==> src/hdl/assert_macros.svh <==
// Assertion helpers shared by the RTL.
`ifndef ASSERT_MACROS_SVH
`define ASSERT_MACROS_SVH

// Property must hold at every clock edge outside reset.
`define ASSERT_CLK(lbl, clk, rst_n, prop) \
  lbl: assert property (@(posedge clk) disable iff (!rst_n) (prop)) \
    else $error("assertion failed");

// Condition must never be seen at a clock edge outside reset.
`define ASSERT_NEVER(lbl, clk, rst_n, cond) \
  lbl: assert property (@(posedge clk) disable iff (!rst_n) !(cond)) \
    else $error("forbidden condition seen");

`endif

==> src/hdl/iie_pkg.sv <==
`timescale 1ns / 1ps

package iie_pkg;

  localparam int unsigned STORE_WORDS_DEFAULT = 1024;
  localparam int unsigned DATA_W = 32;
  localparam int unsigned IDX_W = 10;

  typedef enum logic [2:0] {
    MODE_NOOP   = 3'd0,
    MODE_IN     = 3'd1,
    MODE_OUT    = 3'd2,
    MODE_ASSIGN = 3'd3,
    MODE_CJMP   = 3'd4,
    MODE_JMP    = 3'd5
  } mode_e;

  typedef enum logic [2:0] {
    ALU_COPY = 3'd0,
    ALU_ADD  = 3'd1,
    ALU_SUB  = 3'd2,
    ALU_MUL  = 3'd3,
    ALU_DIV  = 3'd4
  } alu_op_e;

  typedef enum logic [1:0] {
    COND_GT = 2'd0,
    COND_LT = 2'd1,
    COND_NE = 2'd2
  } cond_op_e;

  typedef enum logic [1:0] {
    STATUS_OK      = 2'd0,
    STATUS_DIVZERO = 2'd1,
    STATUS_INVALID = 2'd2
  } status_e;

  typedef enum logic [1:0] {
    ST_CLEAR,
    ST_IDLE,
    ST_EXEC,
    ST_DIV
  } state_e;

  typedef struct packed {
    logic [2:0]               mode;
    logic [IDX_W-1:0]         dest_index;
    logic [IDX_W-1:0]         src_a_index;
    logic [IDX_W-1:0]         src_b_index;
    logic [2:0]               alu_op;
    logic [1:0]               cond_op;
    logic signed [DATA_W-1:0] in_value;
  } in_item_t;

  typedef struct packed {
    logic signed [DATA_W-1:0] out_value;
    logic                     out_valid;
    logic                     jump_taken;
    logic [1:0]               status;
  } out_item_t;

  typedef struct packed {
    logic ir_load;
    logic clear_en;
    logic div_start;
    logic commit;
  } ctrl_cmd_t;

  typedef struct packed {
    logic clear_done;
    logic need_div;
    logic div_busy;
    logic out_free;
  } dp_status_t;

endpackage

==> src/hdl/iie_controller.sv <==
`timescale 1ns / 1ps

`include "assert_macros.svh"

module iie_controller
  import iie_pkg::*;
(
  input  logic       clk_i,
  input  logic       rst_ni,
  input  logic       in_valid_i,
  output logic       in_stall_o,
  output ctrl_cmd_t  cmd_o,
  input  dp_status_t sts_i
);

  state_e state_q, state_d;

  always_ff @(posedge clk_i or negedge rst_ni) begin
    if (!rst_ni) begin
      state_q <= ST_CLEAR;
    end else begin
      state_q <= state_d;
    end
  end

  always_comb begin
    state_d    = state_q;
    cmd_o      = '0;
    in_stall_o = 1'b1;
    unique case (state_q)
      ST_CLEAR: begin
        cmd_o.clear_en = 1'b1;
        if (sts_i.clear_done) begin
          state_d = ST_IDLE;
        end
      end
      ST_IDLE: begin
        in_stall_o = 1'b0;
        if (in_valid_i) begin
          cmd_o.ir_load = 1'b1;
          state_d       = ST_EXEC;
        end
      end
      ST_EXEC: begin
        if (sts_i.need_div) begin
          cmd_o.div_start = 1'b1;
          state_d         = ST_DIV;
        end else if (sts_i.out_free) begin
          cmd_o.commit = 1'b1;
          state_d      = ST_IDLE;
        end
      end
      ST_DIV: begin
        if (!sts_i.div_busy && sts_i.out_free) begin
          cmd_o.commit = 1'b1;
          state_d      = ST_IDLE;
        end
      end
      default: state_d = ST_CLEAR;
    endcase
  end

  `ASSERT_CLK(a_load_then_exec, clk_i, rst_ni, cmd_o.ir_load |=> state_q == ST_EXEC)
  `ASSERT_CLK(a_commit_has_slot, clk_i, rst_ni, cmd_o.commit |-> sts_i.out_free)
  `ASSERT_CLK(a_start_then_busy, clk_i, rst_ni, cmd_o.div_start |=> sts_i.div_busy)

endmodule

==> config.mk <==
export PLATFORM = sky130hd
export DESIGN_NAME = iie_controller
export DESIGN_NICKNAME = d
export VERILOG_FILES = /design/src/hdl/iie_pkg.sv /design/src/hdl/iie_controller.sv
export VERILOG_INCLUDE_DIRS = /design/src /design/src/hdl
export SDC_FILE = /design/constraint.sdc
export NUM_CORES = 1
export LEC_CHECK = 0
export BUFFER_PORTS_ARGS = -buffer_cell sky130_fd_sc_hd__buf_4
export CAP_MARGIN = 20
export CELL_PAD_IN_SITES_DETAIL_PLACEMENT = 1
export CELL_PAD_IN_SITES_GLOBAL_PLACEMENT = 1
export CORE_AREA = 8 8 45 47
export DETAILED_ROUTE_END_ITERATION = 6
export DIE_AREA = 0 0 53 55
export HOLD_SLACK_MARGIN = 0.05
export PLACE_DENSITY_LB_ADDON = 0.3
export SYNTH_ARGS = -nofsm -noshare
export SYNTH_HDL_FRONTEND = slang
export SYNTH_SLANG_ARGS = --single-unit
==> constraint.sdc <==
create_clock -name clk_i -period 4 [get_ports clk_i]
set_clock_uncertainty 0.1 [all_clocks]
set_input_delay 0.8 -clock clk_i [delete_from_list [all_inputs] [get_ports clk_i]]
set_output_delay 0.8 -clock clk_i [all_outputs]
set_load 0.02 [all_outputs]
==> run summary <==
OUTCOME
------------------------------------------------------------------------------------
Status ................................................................ finished clean

SETUP PATH
------------------------------------------------------------------------------------
Startpoint kind of the worst setup timing path ........................    input pin
Biggest fanout along the worst timing path ............................            2
Kind of cell adding the most delay to the critical path ............... simple AND/OR/NAND/NOR gates
Req. time, crit path ..................................................      3100 ps
Category of the worst setup path capture point ........................  output port
Beginning of the worst register-to-register path ......................   state_q[1]
CP Buf/Inv Count ......................................................            2
Max stage delay on crit path ..........................................       150 ps
Slack of the worst reg-to-reg path ....................................      2320 ps
Data arrival time of the critical path ................................      1420 ps
Depth of the worst register-to-register path ..........................            6
Slowest-stage cell, CP ................................................ sky130_fd_sc_hd__and2_1
Most used cell, CP .................................................... sky130_fd_sc_hd__buf_4
Reg2reg end ...........................................................   state_q[1]
Startpoint-to-endpoint class of the critical path ..................... input pin to output port
Cells along the critical path ......................................... buf_4, nand2b_1, o21ai_0, and2_1, buf_4

GLOBAL ROUTE
------------------------------------------------------------------------------------
Overflow left after global routing ....................................            0
Via count of the first global-routing pass ............................          240
All-Layer GR Usage ....................................................        4.64%
Wire length of the first global-routing pass ..........................       938 µm
Maximum number of pins on one net before global-route repair ..........            5
Initial antenna violation count .......................................            0

FLOORPLAN
------------------------------------------------------------------------------------
X dimension of the die ................................................        53 µm
I/O Pins ..............................................................           12
Die Outline Area ......................................................     2920 µm²
Core Region ...........................................................     1380 µm²
Initial core utilization ..............................................        16.5%
Die Ht ................................................................        55 µm
Std-Cell Rows .........................................................           14

STA
------------------------------------------------------------------------------------
Count of final hold-check violations ..................................            0
Max Fclk ..............................................................      431 MHz
Final max-slew violation count ........................................            0
Worst slew margin relative to its limit ...............................        76.9%
Total negative slack ..................................................         0 ps
Minimum period implied by the final worst setup slack .................      2320 ps
Hold Worst Slack ......................................................       249 ps
Setup repair after global routing missed its margin ...................        false
Final worst path period share .........................................        58.1%
Slew at the pin closest to its max-slew limit .........................       346 ps
Final setup violating endpoints .......................................            0

FINISH
------------------------------------------------------------------------------------
Area Overhead vs Synth ................................................        54.6%
Number of flip-flops under the largest register name ..................            2
Final Core Density ....................................................        25.6%
Leading cell type in the layout, fill and taps excluded ............... sky130_fd_sc_hd__buf_4
Leading cell types in the layout, fill and taps excluded .............. 11 x sky130_fd_sc_hd__buf_4, 5 x sky130_fd_sc_hd__ha_1, 4 x sky130_fd_sc_hd__inv_1
Top Registers ......................................................... state_q: 2 flops
Count of inserted antenna diode cells .................................            0
Fill count ............................................................          171
# nets final ..........................................................           51
Cell Count, Final, Fillers Out ........................................           53
Ratio of cells with drive above 1 in the final layout .................        45.9%
Register containing the most flip-flops in the final layout ...........      state_q

ROUTE
------------------------------------------------------------------------------------
Via/cell ratio ........................................................         3.87
Remaining DRCs ........................................................            0
Antenna-violating nets left ...........................................            0
Via total after detailed routing ......................................          205
Number of iterations in the first detailed-routing pass ...............            1
Average detailed-routed wire length per instance ......................      11.9 µm
First-iteration detailed-routing DRC count ............................            0
Wirelength, routed ....................................................       629 µm

CTS
------------------------------------------------------------------------------------
Number of gates resized after cts .....................................            0
# Post-CTS Setup Buffers ..............................................            0
Clock buffer depth ....................................................            2
TritonCTS clock tree ..................................................         done
Latest clock arrival within the worst-skew pair .......................       220 ps
Cts-stage hold buffer count ...........................................            0
Number of clock sinks .................................................            2
Number of buffers added by the clock tree synthesis step ..............            3
Max H-tree Level ......................................................            1
Clock transition at path regs .........................................        30 ps
Root buffer selected by CTS ........................................... sky130_fd_sc_hd__clkbuf_4

PLACED DESIGN
------------------------------------------------------------------------------------
Weighted congestion at the end of routability-driven global placement .        0.612
Buffers on Ports ......................................................           11
DP Cell Count .........................................................           50

YOSYS
------------------------------------------------------------------------------------
Register area share after synthesis ...................................        21.9%
Unique cell type count in the Yosys netlist ...........................           12
Yosys warning total ...................................................            0
Synthesized area per cell .............................................     9.96 µm²
Post-synth design cell area ...........................................      229 µm²
Post-Synthesis Net Count ..............................................           35
Count of mapped cells out of synthesis ................................           23
Number of synthesized register bits ...................................            2

PWR
------------------------------------------------------------------------------------
PwrDens ...............................................................   688 nW/µm²
Lkg Pwr ...............................................................     0.184 nW
Total power consumption of the routed design ..........................     0.244 mW
Peak VDD IR ...........................................................     0.249 mV

WORST HOLD PATH
------------------------------------------------------------------------------------
Type of the worst min-delay path ...................................... input pin to asynchronous set/reset pin

FLOW RUN
------------------------------------------------------------------------------------
Total of max-cap violations ...........................................            0

-- worst max-delay path by stage --
stage | depth (start not counted) | slack [ps] | startpoint | endpoint
after floorplan | 3 | 1870 | sts_i[2] | cmd_o[0]
after global placement | 5 | 1720 | sts_i[2] | cmd_o[0]
after detailed placement | 5 | 1650 | sts_i[2] | cmd_o[0]
after CTS | 5 | 1650 | sts_i[2] | cmd_o[0]
after global routing | 6 | 1620 | state_q[0] | cmd_o[0]
final | 5 | 1680 | sts_i[2] | cmd_o[0]
-- worst register-to-register path: stages, from the launching register on --
cell and delay [ps]:
sky130_fd_sc_hd__dfrtp_1 390, sky130_fd_sc_hd__inv_1 100, sky130_fd_sc_hd__ha_1 220, sky130_fd_sc_hd__inv_1 90, sky130_fd_sc_hd__nor2_2 60, sky130_fd_sc_hd__a2111oi_4 390, sky130_fd_sc_hd__mux2i_1 240
-- kinds of logic after synthesis --
| family | count (synthesis) | synth area share, % |
|---|---|---|
| adder cells (fa/ha/maj) | 5 | 27.3 |
| multiplexers | 2 | 8.74 |
| AO/OA/AOI/OAI | 4 | 18.6 |
| AND/OR/NAND/NOR | 6 | 16.9 |
| flip-flops | 2 | 21.9 |
| buffers and inverters | 4 | 6.56 |
-- final cells by class --
type / count / area, µm² / share of cell area (%)
multi-input cells: 17 / 164 / 46.3
repair buffers: 11 / 82.6 / 23.3
flip-flops and latches: 2 / 50.0 / 14.1
clock buffers: 3 / 22.5 / 6.36
well taps: 16 / 20.0 / 5.65
inverters: 4 / 15.0 / 4.24
-- report_power, final --
part | switching, mW | internal, mW | leakage, nW
Sequential | 0.00953 | 0.0305 | 0.0241
Clock | 0.0117 | 0.0331 | 0.0138
Combinational | 0.0857 | 0.0732 | 0.147
-- cells in the mapped netlist --
cell | count | area share, %
sky130_fd_sc_hd__nor2b_1 | 1 | 2.7
sky130_fd_sc_hd__a2111oi_4 | 1 | 12
sky130_fd_sc_hd__nor2_2 | 1 | 2.7
sky130_fd_sc_hd__and2_2 | 1 | 3.3
sky130_fd_sc_hd__a21oi_1 | 1 | 2.2
sky130_fd_sc_hd__inv_1 | 4 | 6.6
sky130_fd_sc_hd__o21ai_0 | 2 | 4.4
sky130_fd_sc_hd__mux2i_1 | 2 | 8.7
sky130_fd_sc_hd__nand2b_1 | 1 | 2.7
sky130_fd_sc_hd__dfrtp_1 | 2 | 22
sky130_fd_sc_hd__ha_1 | 5 | 27
sky130_fd_sc_hd__and2_1 | 2 | 5.5
-- through the flow --
stage | worst slack [ps] | area [µm²]
detailed placement | 1650 | 332
floorplan | 1870 | 229
global route | 1620 | 354
finish | 1680 | 354
global placement | 1720 | 332
CTS | 1650 | 354
-- layer usage --
layer,global-route usage (%),vias to the layer above,wire (µm)
li1,-,103,-
met1,3.34,95,194
met2,8.40,7,349
met3,2.14,0,85
met4,5.17,0,0
met5,0,-,0
Power figures use the tool's default switching activity.
